===== config.mk =====
export PLATFORM = sky130hd
export DESIGN_NAME = arbm_restart
export DESIGN_NICKNAME = d
export VERILOG_FILES = /design/src/rtl/arbm_pkg.sv /design/src/rtl/arbm_restart.sv
export SDC_FILE = /design/constraint.sdc
export NUM_CORES = 1
export LEC_CHECK = 0
export ABC_CLOCK_PERIOD_IN_PS = 1750
export BUFFER_PORTS_ARGS = -buffer_cell sky130_fd_sc_hd__buf_2
export CAP_MARGIN = 10
export CORE_ASPECT_RATIO = 1.5
export CORE_MARGIN = 3
export CORE_UTILIZATION = 48
export CTS_CLUSTER_DIAMETER = 80
export DETAILED_ROUTE_END_ITERATION = 10
export PLACE_DENSITY = 0.77
export SKIP_LAST_GASP = 1
export SYNTH_ARGS = -nofsm -noshare
export SYNTH_HDL_FRONTEND = slang
export SYNTH_SLANG_ARGS = --single-unit

===== constraint.sdc =====
create_clock -name clk -period 1.75 [get_ports clk]
set_input_delay 0.0875 -clock clk [delete_from_list [all_inputs] [get_ports clk]]
set_output_delay 0.0875 -clock clk [all_outputs]
set_load 0.01 [all_outputs]

===== src/rtl/arbm_pkg.sv =====
`timescale 1ns / 1ps
// Shared types and constants for the audio ring buffer mixer.
// No dependencies; used by arbm_restart and audio_ring_buffer_mix.
package arbm_pkg;

	localparam int SAMPLE_W  = 16;
	localparam int FILL_W    = 10;
	localparam int DEPTH_DEF = 1024;

	// Saturation limits of the mixed sum
	localparam logic signed [SAMPLE_W:0] SAT_POS = 17'sd32767;
	localparam logic signed [SAMPLE_W:0] SAT_NEG = -17'sd32767;

	// Operation carried on the input tuser
	typedef enum logic [1:0] {
		MODE_ENQ = 2'd0,
		MODE_DEQ = 2'd1,
		MODE_MIX = 2'd2,
		MODE_NOP = 2'd3
	} mode_t;

	// Status of the restart sequencer toward the datapath
	typedef struct packed {
		logic busy;      // no words accepted
		logic clearing;  // zero the entry at the clear address
		logic load_ptr;  // reduced fill offset valid, load write pointer
	} restart_ctl_t;

endpackage


===== src/rtl/arbm_restart.sv =====
`timescale 1ns / 1ps
// Restart sequencer: sweeps the sample memory to zero one entry a cycle and
// reduces the fill offset modulo DEPTH by a reciprocal multiply. Uses arbm_pkg.
module arbm_restart #(
	parameter int DEPTH = arbm_pkg::DEPTH_DEF,
	parameter int PTR_W = $clog2(DEPTH)
) (
	input  logic                       clk,
	input  logic                       arst_n,
	input  logic                       start,
	input  logic [arbm_pkg::FILL_W-1:0] fill,
	output arbm_pkg::restart_ctl_t     ctl,
	output logic [PTR_W-1:0]           clr_addr,
	output logic [arbm_pkg::FILL_W-1:0] fill_mod
);
	import arbm_pkg::*;

	// quotient = (fill * RECIP) >> SHIFT is exact for every FILL_W-bit offset
	localparam int SHIFT = FILL_W + PTR_W;
	localparam int RECIP = ((1 << SHIFT) + DEPTH - 1) / DEPTH;

	logic              busy_q;
	logic              clr_done_q;
	logic [PTR_W-1:0]  clr_cnt_q;
	logic [FILL_W-1:0] fill_q;
	logic [FILL_W-1:0] quot_q;

	always_ff @(posedge clk or negedge arst_n) begin
		if (!arst_n) begin
			busy_q     <= 1'b1;
			clr_done_q <= 1'b0;
			clr_cnt_q  <= '0;
			fill_q     <= '0;
			quot_q     <= '0;
		end else begin
			// quotient settles in the cycle after the offset is stored, long before the load
			quot_q <= FILL_W'((32'(fill_q) * 32'(RECIP)) >> SHIFT);
			if (start) begin
				busy_q     <= 1'b1;
				clr_done_q <= 1'b0;
				clr_cnt_q  <= '0;
				fill_q     <= fill;
			end else if (busy_q) begin
				// memory sweep, then the pointer load state
				if (!clr_done_q) begin
					if (clr_cnt_q == PTR_W'(DEPTH-1)) begin
						clr_done_q <= 1'b1;
					end else begin
						clr_cnt_q <= clr_cnt_q + 1'b1;
					end
				end else begin
					busy_q <= 1'b0;
				end
			end
		end
	end

	assign ctl.busy     = busy_q;
	assign ctl.clearing = busy_q && !clr_done_q;
	assign ctl.load_ptr = busy_q && clr_done_q;
	assign clr_addr     = clr_cnt_q;
	assign fill_mod     = FILL_W'(32'(fill_q) - 32'(quot_q) * 32'(DEPTH));

endmodule


==> results of run 1 <==
[cells in the final DEF (no fill, tap or decap), types with 3 or more instances in the layout]
cell type / synthesis / layout
sky130_fd_sc_hd__a211oi_1: 3 / 3
sky130_fd_sc_hd__a21oi_1: 3 / 3
sky130_fd_sc_hd__buf_2: 0 / 35
sky130_fd_sc_hd__buf_4: 1 / 3
sky130_fd_sc_hd__clkbuf_4: 0 / 3
sky130_fd_sc_hd__dfrtp_1: 21 / 21
sky130_fd_sc_hd__dlygate4sd3_1: 0 / 7
sky130_fd_sc_hd__mux2_2: 10 / 10
sky130_fd_sc_hd__nor2_1: 9 / 9
[per-layer routing]
layer | wire [µm] | share of wire, %
met5 | 0 | 0
met4 | 51 | 2.4
met3 | 112 | 5.2
met2 | 1150 | 54
met1 | 832 | 39
[worst paths after layout]
path | to | slack, ns | cells past startpoint
min | fill_q[3]$_DFFE_PN0P_ | 0.007 | 2
max in group asynchronous | busy_q$_DFF_PN1_ | 1.15 | 2
max reg2reg | clr_addr[5]$_DFFE_PN0P_ | 0.08 | 5
min reg2reg | fill_q[0]$_DFFE_PN0P_ | 0.52 | 1
max | clr_addr[5]$_DFFE_PN0P_ | 0.08 | 5
min in group asynchronous | fill_q[9]$_DFFE_PN0P_ | 0.24 | 2
[power by group through the flow]
stage	logic (mW)	clock network, mW	registers [mW]
final	0.241	0.283	0.580
after global routing	0.266	0.305	0.587
after CTS	0.244	0.292	0.581
after detailed placement	0.232	0	0.591
after global placement	0.225	0	0.586
after floorplan	0.107	0	0.617
[logic make-up (layout without fill, tap and decap cells)]
kind of cell	count (synthesis)	in the layout	share of synthesized area [%]
mux	13	13	13.8
xor+xnor	2	2	1.66
fa+ha+maj	1	1	1.19
buf+inv	6	51	3.91
flops	22	22	52.3
compound gates	11	11	9.37
simple gates	29	29	17.8
[cell usage after synthesis]
cell	number
sky130_fd_sc_hd__dfstp_2	1
sky130_fd_sc_hd__inv_1	1
sky130_fd_sc_hd__and4_1	1
sky130_fd_sc_hd__o31ai_4	1
sky130_fd_sc_hd__dfrtp_1	21
sky130_fd_sc_hd__xnor2_1	1
sky130_fd_sc_hd__or2_2	1
sky130_fd_sc_hd__a31o_1	1
sky130_fd_sc_hd__a2111oi_2	1
sky130_fd_sc_hd__a311oi_1	1
sky130_fd_sc_hd__nor2_2	1
sky130_fd_sc_hd__mux2_2	10
sky130_fd_sc_hd__buf_4	1
sky130_fd_sc_hd__nand4b_2	1
sky130_fd_sc_hd__nor2b_1	2
sky130_fd_sc_hd__buf_6	2
sky130_fd_sc_hd__a211oi_1	3
sky130_fd_sc_hd__nor4_1	2
sky130_fd_sc_hd__and2b_4	1
sky130_fd_sc_hd__and2_2	1
sky130_fd_sc_hd__nand4_2	1
sky130_fd_sc_hd__nand4_4	1
sky130_fd_sc_hd__mux2_1	2
sky130_fd_sc_hd__a21oi_1	3
sky130_fd_sc_hd__nand2b_1	1
sky130_fd_sc_hd__or4_1	1
sky130_fd_sc_hd__nor2_1	9
sky130_fd_sc_hd__inv_2	1
sky130_fd_sc_hd__clkbuf_1	1
sky130_fd_sc_hd__nand2_1	2
sky130_fd_sc_hd__nand3_1	2
sky130_fd_sc_hd__xor2_1	1
sky130_fd_sc_hd__o31ai_1	1
sky130_fd_sc_hd__mux2i_1	1
sky130_fd_sc_hd__nor3_1	2
sky130_fd_sc_hd__ha_1	1
[area by class of cell]
| type | instances | area (µm²) |
|---|---|---|
| timing repair buffer | 45 | 268 |
| clock buffer | 4 | 36.3 |
| inverter | 2 | 7.51 |
| tap | 22 | 27.5 |
| multi-input combinational | 56 | 474 |
| fill | 166 | 687 |
| sequential | 22 | 552 |
[metrics by stage]
step	area [µm²]	cells	worst slack (ns)	hold slack (ns)
after global routing	1370	151	-0.00717	0.00460
final	1370	151	0.0814	0.00702
after detailed placement	1250	140	0.100	0.0716
after floorplan	1050	84	0.0888	-0.208
after CTS	1350	151	0.0937	0.000721
after global placement	1250	140	0.153	0.0749
[sequential cells by signal (all words and copies together), names as in the netlist]
name,cells
clr_addr,10
busy_q,1
clr_done_q,1
fill_q,10
[what timing repair did]
item | in CTS | in global routing
hold buffers | 7 | 0
setup endpoints to repair | 0 | 2
hold endpoints to repair | 27 | 0
gates resized for setup | 0 | 2
==> results.md, run 1 <==
* Outcome: complete, no violations
* Flop pwr share at 52.6%
* Post-synth top area share at 49.8%
* Via count of the first global-routing pass at 833
* Clock latency at the later pin of the worst-skew pair at 0.32 ns
* Remaining number of nets flagged by the antenna check after routing at 0
* Number of antenna violations at the first check in global routing at 0
* Placer congestion estimate at 0.866
* Most heavily used metal layer in global routing: met2
* Die height at 63.4 µm
* Kind of start point of the critical path: register
* Buffers plus inverters on the worst setup path at 0
* Arr. time, crit path at 1.92 ns
* Post-synth top area cell: sky130_fd_sc_hd__dfrtp_1
* Total Negative Setup Slacks at 0 ns
* Max Fclk at 0.599 GHz
* Largest stage delay, worst path at 0.49 ns
* Initial DRC Count at 18
* Iteration count of the initial detailed-routing pass at 4
* Ant diodes at 0
* Pint at 800 µW
* Post-DP HPWL at 1.51 mm
* Fraction of power consumed by the clock network at 25.6%
* Count of boundary I/O pins at 36
* Area grow syn2layout at 29.4%
* Die W at 44.3 µm
* Wire length of the first global-routing pass at 3.46 mm
* Average cell area after synthesis at 12.6 µm²
* Sequential element share of the synthesized area at 52.3%
* Clock tree from TritonCTS: built
* Net load switching power at 305 µW
* Maximum number of pins on one net before global-route repair at 26
* CTS H-tree depth at 1
* Endpoint class of the critical path: register
* Flop and latch count out of synthesis at 22
* Initial Utilization at 51.4%
* Maximum ir drop on the vdd rail at 620 µV
* Crit-path leading delay family: simple AND/OR/NAND/NOR gates
* Met3 track utilization from global routing at 2.00%
* Total number of vias at 821
* Final setup skew at 0.00996 ns
* Fraction of the core area covered by cells at the end of the flow at 66.5%
* Die Area at 2810 µm²
* Final worst-path cycle share at 95.3%
* Ys Warns at 0
* Number of hold-slack violations in the final timing report at 0
* Number of buffers added on ports at 35
* Setup CP Type: reg2reg
* Cells after Synth at 84
* Number of rows in the core area at 20
* Net switching fraction of the power at 27.6%
* Largest buffer count on any clock path at 2
* Summed instance area of the synthesized netlist at 1050 µm²
* Share of layout cells above drive strength 1 at 50.4%
* Critical-path maximum fanout at 5
* Ordered list of cells on the worst path: ha_1, nand3_1, nor2_2, or4_1, a21oi_1
* Pin slew with the least headroom to its limit at 0.486 ns
* Final routed DRC violation total at 0
* Share of total power in combinational logic at 21.8%
* Placeable core region at 2050 µm²
* Remaining max-slew budget at the tightest pin at 67.6%
* Global Route Usage Sum at 16.8%
* Root buffer selected by CTS: sky130_fd_sc_hd__clkbuf_4
* Max-cap viol count at 0
* Final setup violation count at 0
* Final Power at 1.10 mW
* Post-CTS setup buffers at 0
* Tmin final at 1.67 ns
* Nets at 144
* Grt ovf at 0
* Number of slew-limit violations in the final report at 0
* Static power due to leakage at 0.669 nW
* Average via count per standard cell at 5.44
* Power density over cell area at 809 nW/µm²
* Crit path max-delay cell type: sky130_fd_sc_hd__or4_1
* CTS sink cnt at 22
* Source of the worst hold timing path: fill[3]
* Post-Synthesis Net Count at 98
* Detailed Route WL at 2.15 mm
* Number of distinct library cells after synthesis at 36
* Met1 routing resource usage after global routing at 18.8%
* Clock slew at the register clock pins of the worst setup and hold paths at 0.12 ns
* Num CTS Buffers at 3
* Biggest area contributors in the synthesized netlist: sky130_fd_sc_hd__dfrtp_1, sky130_fd_sc_hd__mux2_2, sky130_fd_sc_hd__nor2_1
* Met2 demand-to-capacity share in global routing at 28.8%
* Launching element of the worst setup path: clr_addr[0]$_DFFE_PN0P_
* Worst Path Required at 2.00 ns
* Class of the most critical hold timing path: in2reg
* Routed len/inst at 14.2 µm
* Worst reg2reg startpoint: clr_addr[0]$_DFFE_PN0P_
(Power assumes the default switching activity.)
==> inputs of run 2 (changes only) <==
--- a/config.mk
+++ b/config.mk
@@ -5,15 +5,15 @@
 export SDC_FILE = /design/constraint.sdc
 export NUM_CORES = 1
 export LEC_CHECK = 0
-export ABC_CLOCK_PERIOD_IN_PS = 1750
+export ABC_CLOCK_PERIOD_IN_PS = 1980
 export BUFFER_PORTS_ARGS = -buffer_cell sky130_fd_sc_hd__buf_2
 export CAP_MARGIN = 10
 export CORE_ASPECT_RATIO = 1.5
 export CORE_MARGIN = 3
-export CORE_UTILIZATION = 48
+export CORE_UTILIZATION = 52
 export CTS_CLUSTER_DIAMETER = 80
 export DETAILED_ROUTE_END_ITERATION = 10
-export PLACE_DENSITY = 0.77
+export PLACE_DENSITY = 0.82
 export SKIP_LAST_GASP = 1
 export SYNTH_ARGS = -nofsm -noshare
 export SYNTH_HDL_FRONTEND = slang
==> constraint.sdc (replaced) <==
create_clock -name clk -period 1.98 [get_ports clk]
set_input_delay 0.099 -clock clk [delete_from_list [all_inputs] [get_ports clk]]
set_output_delay 0.099 -clock clk [all_outputs]
set_load 0.01 [all_outputs]
==> run 2 against run 1 <==
Count of clock-buffer cells in the layout did not move. Design area is 7.1% lower. Hold slack better by 0.0064 ns. Global-route usage rose by 0.062 points. Final cell count decreased by 6.6%. Clock skew shrank 0.0049 ns. Worst setup slack better by 0.16 ns. Routed wire length fell by 6.7%. Power fell by 15%. Die area fell by 6.8%. Core utilization increased by 1.0 points. Critical endpoint is now clr_addr[9]$_DFFE_PN0P_.
==> results.md, run 2 (synthesis results as in run 1) <==
* Routed len/inst at 14.2 µm (about the same)
* Largest buffer count on any clock path at 2 (unchanged)
* Count of boundary I/O pins at 36 (unchanged)
* Power density over cell area at 743 nW/µm² (was 809 nW/µm²)
* Final setup violation count at 0 (unchanged)
* Die W at 42.8 µm (was 44.3 µm)
* Ant diodes at 0 (unchanged)
* Buffers plus inverters on the worst setup path at 0 (unchanged)
* Most common cell after layout, fill and taps aside: sky130_fd_sc_hd__buf_2 (unchanged)
* Tmin final at 1.74 ns (was 1.67 ns)
* Largest stage delay, worst path at 0.45 ns (was 0.49 ns)
* Final routed DRC violation total at 0 (unchanged)
* Number of rows in the core area at 19 (was 20)
* Initial Utilization at 56.2% (was 51.4%)
* Global Route Usage Sum at 16.8% (about the same)
* CTS H-tree depth at 1 (unchanged)
* Placed cells at 136 (was 140)
* Detailed Route WL at 2.01 mm (was 2.15 mm)
* Area grow syn2layout at 20.3% (was 29.4%)
* Grt ovf at 0 (unchanged)
* Crit path max-delay cell type: sky130_fd_sc_hd__dfrtp_1 (was sky130_fd_sc_hd__or4_1)
* Total Negative Setup Slacks at 0 ns (unchanged)
* Final worst-path cycle share at 87.9% (was 95.3%)
* Via count of the first global-routing pass at 794 (was 833)
* Number of filler cells placed in the layout at 148 (was 166)
* Clock latency at the later pin of the worst-skew pair at 0.30 ns (was 0.32 ns)
* Pin slew with the least headroom to its limit at 0.474 ns (was 0.486 ns)
* Worst Path Required at 2.18 ns (was 2.00 ns)
* Number of hold-slack violations in the final timing report at 0 (unchanged)
* Average via count per standard cell at 5.63 (was 5.44)
* Remaining number of nets flagged by the antenna check after routing at 0 (unchanged)
* Quantity of gates resized following cts at 0 (unchanged)
* Setup CP Type: reg2reg (unchanged)
* Most frequent cells in the layout: sky130_fd_sc_hd__buf_2, sky130_fd_sc_hd__dfrtp_1, sky130_fd_sc_hd__mux2_2, sky130_fd_sc_hd__nor2_1 (was sky130_fd_sc_hd__buf_2, sky130_fd_sc_hd__dfrtp_1, sky130_fd_sc_hd__mux2_2, sky130_fd_sc_hd__nor2_1, sky130_fd_sc_hd__dlygate4sd3_1)
* Max-cap viol count at 0 (unchanged)
* Remaining max-slew budget at the tightest pin at 68.4% (was 67.6%)
* Number of buffers added on ports at 35 (unchanged)
* Unrepaired setup endpoints after global routing: no
* Maximum ir drop on the vdd rail at 597 µV (was 620 µV)
* Final standard cell count with taps included and fillers excluded at 141 (was 151)
* Post-DP HPWL at 1.50 mm (was 1.51 mm)
* Root buffer selected by CTS: sky130_fd_sc_hd__clkbuf_4 (unchanged)
* Fraction of the core area covered by cells at the end of the flow at 67.6% (was 66.5%)
* Kind of start point of the critical path: register (unchanged)
* Wire length of the first global-routing pass at 3.26 mm (was 3.46 mm)
* Max Fclk at 0.575 GHz (was 0.599 GHz)
* CTS sink cnt at 22 (unchanged)
* Crit-path leading delay family: simple AND/OR/NAND/NOR gates (unchanged)
* Ordered list of cells on the worst path: ha_1, nand3_1, nor2_2, nor4_1, mux2_1 (was ha_1, nand3_1, nor2_2, or4_1, a21oi_1)
* Num CTS Buffers at 3 (unchanged)
* Outcome: complete, no violations (unchanged)
* Critical-path maximum fanout at 5 (unchanged)
* Clock slew at the register clock pins of the worst setup and hold paths at 0.12 ns (about the same)
* Nets at 135 (was 144)
* Initial DRC Count at 15 (was 18)
* Static power due to leakage at 0.628 nW (was 0.669 nW)
* Endpoint class of the critical path: register (unchanged)
* Die height at 61.2 µm (was 63.4 µm)
* Clock tree from TritonCTS: built (unchanged)
* Placeable core region at 1880 µm² (was 2050 µm²)
* Total number of vias at 794 (was 821)
* Arr. time, crit path at 1.94 ns (was 1.92 ns)
* Number of antenna violations at the first check in global routing at 0 (unchanged)
* Maximum number of pins on one net before global-route repair at 26 (unchanged)
* Share of layout cells above drive strength 1 at 50.0% (was 50.4%)
* Final setup skew at 0.00502 ns (was 0.00996 ns)
* Number of slew-limit violations in the final report at 0 (unchanged)
* Class of the most critical hold timing path: in2reg (unchanged)
* Placer congestion estimate at 0.728 (was 0.866)
* Iteration count of the initial detailed-routing pass at 4 (unchanged)
* Die Area at 2620 µm² (was 2810 µm²)
* Flop2flop setup slack at 0.24 ns (was 0.08 ns)
==> run 2: final timing paths <==
| path | startpoint | end | cells after the start |
|---|---|---|---|
| min reg2reg | fill_q[2]$_DFFE_PN0P_ | fill_q[2]$_DFFE_PN0P_ | 1 |
| max reg2reg | clr_addr[0]$_DFFE_PN0P_ | clr_addr[9]$_DFFE_PN0P_ | 5 |
| max in group asynchronous | arst_n | busy_q$_DFF_PN1_ | 2 |
| min in group asynchronous | arst_n | clr_addr[4]$_DFFE_PN0P_ | 2 |
| min | fill[2] | fill_q[2]$_DFFE_PN0P_ | 2 |
| max | clr_addr[0]$_DFFE_PN0P_ | clr_addr[9]$_DFFE_PN0P_ | 5 |
==> run 2: area by class of cell <==
cell class	instances	area [µm²]	area share [%]
flip-flops and latches	22	552	43.5
multi-input cells	56	462	36.4
repair buffers	36	185	14.6
clock buffers	4	36.3	2.86
well taps	21	26.3	2.07
inverters	2	7.51	0.592
==> run 2: what timing repair did <==
item,in CTS,in global routing
setup endpoints to repair,0,0
hold buffers,1,0
endpoints found under the hold margin,21,0
buffers inserted,0,0
==> run 2: per-layer routing <==
layer  up-vias  share of wire [%]  global-route usage, %
li1        372                  -                      -
met1       388                 39                   17.5
met2        30                 53                   31.8
met3         4                6.7                   2.34
met4         0                1.5                   10.2
met5         -                  0                      0
==> run 2: stage by stage <==
step	hold WS (ns)	setup slack, ns	instance area, µm²	power [mW]
after floorplan	-0.197	0.319	1050	0.640
after global placement	0.0780	0.305	1220	0.701
after detailed placement	0.0842	0.238	1220	0.710
after CTS	0.00674	0.223	1270	0.954
after global routing	0.00605	0.0918	1270	0.989
final	0.0134	0.240	1270	0.943
==> run 2: report_power, final <==
part           internal (mW)  switching (mW)  total [mW]
clock                  0.112           0.131       0.243
combinational         0.0864          0.0909       0.177
sequential             0.487          0.0348       0.522
total                  0.686           0.257       0.943
==> run 2: worst reg2reg max path: cells and delay by family (launching register included) <==
kind                     cells  cell delay, ns
flip-flops                   1            0.45
AND/OR/NAND/NOR              3            0.56
adder cells (fa/ha/maj)      1            0.28
multiplexers                 1            0.35
==> inputs of run 3 (changes only) <==
--- a/config.mk
+++ b/config.mk
@@ -5,16 +5,17 @@
 export SDC_FILE = /design/constraint.sdc
 export NUM_CORES = 1
 export LEC_CHECK = 0
-export ABC_CLOCK_PERIOD_IN_PS = 1980
+export ABC_CLOCK_PERIOD_IN_PS = 1960
 export BUFFER_PORTS_ARGS = -buffer_cell sky130_fd_sc_hd__buf_2
 export CAP_MARGIN = 10
 export CORE_ASPECT_RATIO = 1.5
 export CORE_MARGIN = 3
-export CORE_UTILIZATION = 52
+export CORE_UTILIZATION = 48
 export CTS_CLUSTER_DIAMETER = 80
 export DETAILED_ROUTE_END_ITERATION = 10
-export PLACE_DENSITY = 0.82
+export PLACE_DENSITY = 0.77
 export SKIP_LAST_GASP = 1
+export SLEW_MARGIN = 20
 export SYNTH_ARGS = -nofsm -noshare
 export SYNTH_HDL_FRONTEND = slang
 export SYNTH_SLANG_ARGS = --single-unit
==> constraint.sdc (replaced) <==
create_clock -name clk -period 1.96 [get_ports clk]
set_input_delay 0.098 -clock clk [delete_from_list [all_inputs] [get_ports clk]]
set_output_delay 0.098 -clock clk [all_outputs]
set_load 0.01 [all_outputs]
==> run 3 against run 2 <==
Critical path depth is the same. Largest power group unchanged. Routed wire length shrank 6.0%. Clock power is essentially flat. Clock skew shrank 0.0036 ns. Power grew 0.97%. Non-clock buffer count is the same. Global-route usage shrank 1.0 points. Combinational power is essentially flat. Register-to-register slack is essentially flat. First-iteration DRC count shrank 80%.
==> results.md, run 3 (synthesis results as in run 1) <==
* Endpoint of the worst hold-timing path: fill_q[0]$_DFFE_PN0P_ (was fill_q[2]$_DFFE_PN0P_)
* Average via count per standard cell at 5.61 (was 5.63)
* Count of cells along the worst hold path at 2 (unchanged)
* Area grow syn2layout at 20.4% (was 20.3%)
* Unrepaired setup endpoints after global routing: no (unchanged)
* Max Fclk at 0.579 GHz (was 0.575 GHz)
* Quantity of gates resized following cts at 0 (unchanged)
* Placeable core region at 2050 µm² (was 1880 µm²)
* Worst Path Required at 2.16 ns (was 2.18 ns)
* Share of layout cells above drive strength 1 at 50.0% (unchanged)
* CTS H-tree depth at 1 (unchanged)
* Worst hold slack at 0.0174 ns (was 0.0134 ns)
* Clock tree from TritonCTS: built (unchanged)
* Final routed DRC violation total at 0 (unchanged)
* Most frequent cells in the layout: sky130_fd_sc_hd__buf_2, sky130_fd_sc_hd__dfrtp_1, sky130_fd_sc_hd__mux2_2, sky130_fd_sc_hd__nor2_1 (unchanged)
* Die Area at 2810 µm² (was 2620 µm²)
* Num CTS Buffers at 3 (unchanged)
* Post-DP HPWL at 1.42 mm (was 1.50 mm)
* Source of the worst hold timing path: fill[0] (was fill[2])
* Endpoint class of the critical path: register (unchanged)
* Number of slew-limit violations in the final report at 0 (unchanged)
* Worst reg2reg startpoint: clr_addr[0]$_DFFE_PN0P_ (unchanged)
* Final design area excluding fillers at 1270 µm² (about the same)
* Number of filler cells placed in the layout at 172 (was 148)
* Final setup violation count at 0 (unchanged)
* Number of hold-slack violations in the final timing report at 0 (unchanged)
* Fraction of the core area covered by cells at the end of the flow at 61.9% (was 67.6%)
* Arr. time, crit path at 1.93 ns (was 1.94 ns)
* Critical-path maximum fanout at 5 (unchanged)
* Wire length of the first global-routing pass at 3.39 mm (was 3.26 mm)
* Global Route Usage Sum at 15.8% (was 16.8%)
* CTS sink cnt at 22 (unchanged)
* Post-CTS setup buffers at 0 (unchanged)
* Die W at 44.3 µm (was 42.8 µm)
* Number of buffers added on ports at 35 (unchanged)
* Count of boundary I/O pins at 36 (unchanged)
* Iteration count of the initial detailed-routing pass at 3 (was 4)
* Setup CP Type: reg2reg (unchanged)
* Power density over cell area at 749 nW/µm² (was 743 nW/µm²)
* Maximum number of pins on one net before global-route repair at 26 (unchanged)
* Static power due to leakage at 0.628 nW (unchanged)
* Most common cell after layout, fill and taps aside: sky130_fd_sc_hd__buf_2 (unchanged)
* Remaining number of nets flagged by the antenna check after routing at 0 (unchanged)
* Pin slew with the least headroom to its limit at 0.480 ns (was 0.474 ns)
* Number of rows in the core area at 20 (was 19)
* CTS Hold Bufs at 1 (unchanged)
* Logic depth of the worst register-to-register path at 5 (unchanged)
* Initial Utilization at 51.4% (was 56.2%)
* Clock latency at the later pin of the worst-skew pair at 0.30 ns (about the same)
* Grt ovf at 0 (unchanged)
* Routed len/inst at 13.3 µm (was 14.2 µm)
* Kind of start point of the critical path: register (unchanged)
* Class of the most critical hold timing path: in2reg (unchanged)
* Worst reg2reg endpoint: clr_addr[7]$_DFFE_PN0P_ (was clr_addr[9]$_DFFE_PN0P_)
* Die height at 63.4 µm (was 61.2 µm)
* Placement-stage cell area at 1220 µm² (about the same)
* Tmin final at 1.73 ns (was 1.74 ns)
* Root buffer selected by CTS: sky130_fd_sc_hd__clkbuf_4 (unchanged)
* Ant diodes at 0 (unchanged)
* Placer congestion estimate at 0.833 (was 0.728)
* Clock slew at the register clock pins of the worst setup and hold paths at 0.12 ns (about the same)
* Number of antenna violations at the first check in global routing at 0 (unchanged)
* Initial DRC Count at 3 (was 15)
* Total Negative Setup Slacks at 0 ns (unchanged)
* Total number of vias at 797 (was 794)
* Flop2flop setup slack at 0.23 ns (was 0.24 ns)
* Final setup skew at 0.00146 ns (was 0.00502 ns)
* Max-cap viol count at 0 (unchanged)
* Nets at 135 (unchanged)
* Final worst-path cycle share at 88.2% (was 87.9%)
* Maximum ir drop on the vdd rail at 502 µV (was 597 µV)
* Via count of the first global-routing pass at 807 (was 794)
* Detailed Route WL at 1.89 mm (was 2.01 mm)
* Outcome: complete, no violations (unchanged)
* Largest buffer count on any clock path at 2 (unchanged)
* Remaining max-slew budget at the tightest pin at 68.0% (was 68.4%)
run 3: cell counts in the layout (fill, tap and decap cells not counted):
No cell type changed its count.
run 3: layout make-up:
class,count,area [µm²],share of cell area [%]
Timing Repair Buffer,36,185,14.6
Inverter,2,7.51,0.591
Tap cell,22,27.5,2.17
Sequential cell,22,552,43.4
Multi-Input combinational cell,56,462,36.4
Clock buffer,4,36.3,2.86
run 3: power by group:
part	total (mW)	internal [mW]	switching, mW
logic	0.177	0.0868	0.0897
clock network	0.246	0.113	0.133
registers	0.529	0.492	0.0363
run 3: metal layers:
metal / wire length, µm / global-route usage, % / part of all wire [%] / up-vias
met2: 961 / 27.0 / 51 / 26
met1: 799 / 19.4 / 42 / 387
met3: 110 / 1.71 / 5.8 / 2
met4: 14 / 6.79 / 0.74 / 0
met5: 0 / 0 / 0 / -
li1: - / - / - / 382
run 3: worst max path at each step:
stage,from,cells after the start,end
floorplan,clr_addr[0]$_DFFE_PN0P_,5,clr_addr[7]$_DFFE_PN0P_
global placement,clr_addr[0]$_DFFE_PN0P_,5,clr_addr[9]$_DFFE_PN0P_
detailed placement,clr_addr[0]$_DFFE_PN0P_,5,clr_addr[7]$_DFFE_PN0P_
CTS,clr_addr[0]$_DFFE_PN0P_,5,clr_addr[7]$_DFFE_PN0P_
global route,clr_addr[0]$_DFFE_PN0P_,5,clr_addr[7]$_DFFE_PN0P_
finish,clr_addr[0]$_DFFE_PN0P_,5,clr_addr[7]$_DFFE_PN0P_
run 3: through the flow:
stage,power (mW),std cells,setup slack [ns]
2_1_floorplan,0.647,84,0.299
3_3_place_gp,0.709,137,0.299
3_5_place_dp,0.717,137,0.241
4_1_cts,0.971,142,0.224
5_1_grt,1.00,142,0.126
6_report,0.952,142,0.232
run 3: worst max-delay path, cell delays in order (launching register included):
cell	delay, ns
sky130_fd_sc_hd__dfrtp_1	0.46
sky130_fd_sc_hd__ha_1	0.28
sky130_fd_sc_hd__nand3_1	0.19
sky130_fd_sc_hd__nor2_2	0.08
sky130_fd_sc_hd__nor4_1	0.26
sky130_fd_sc_hd__mux2_1	0.35
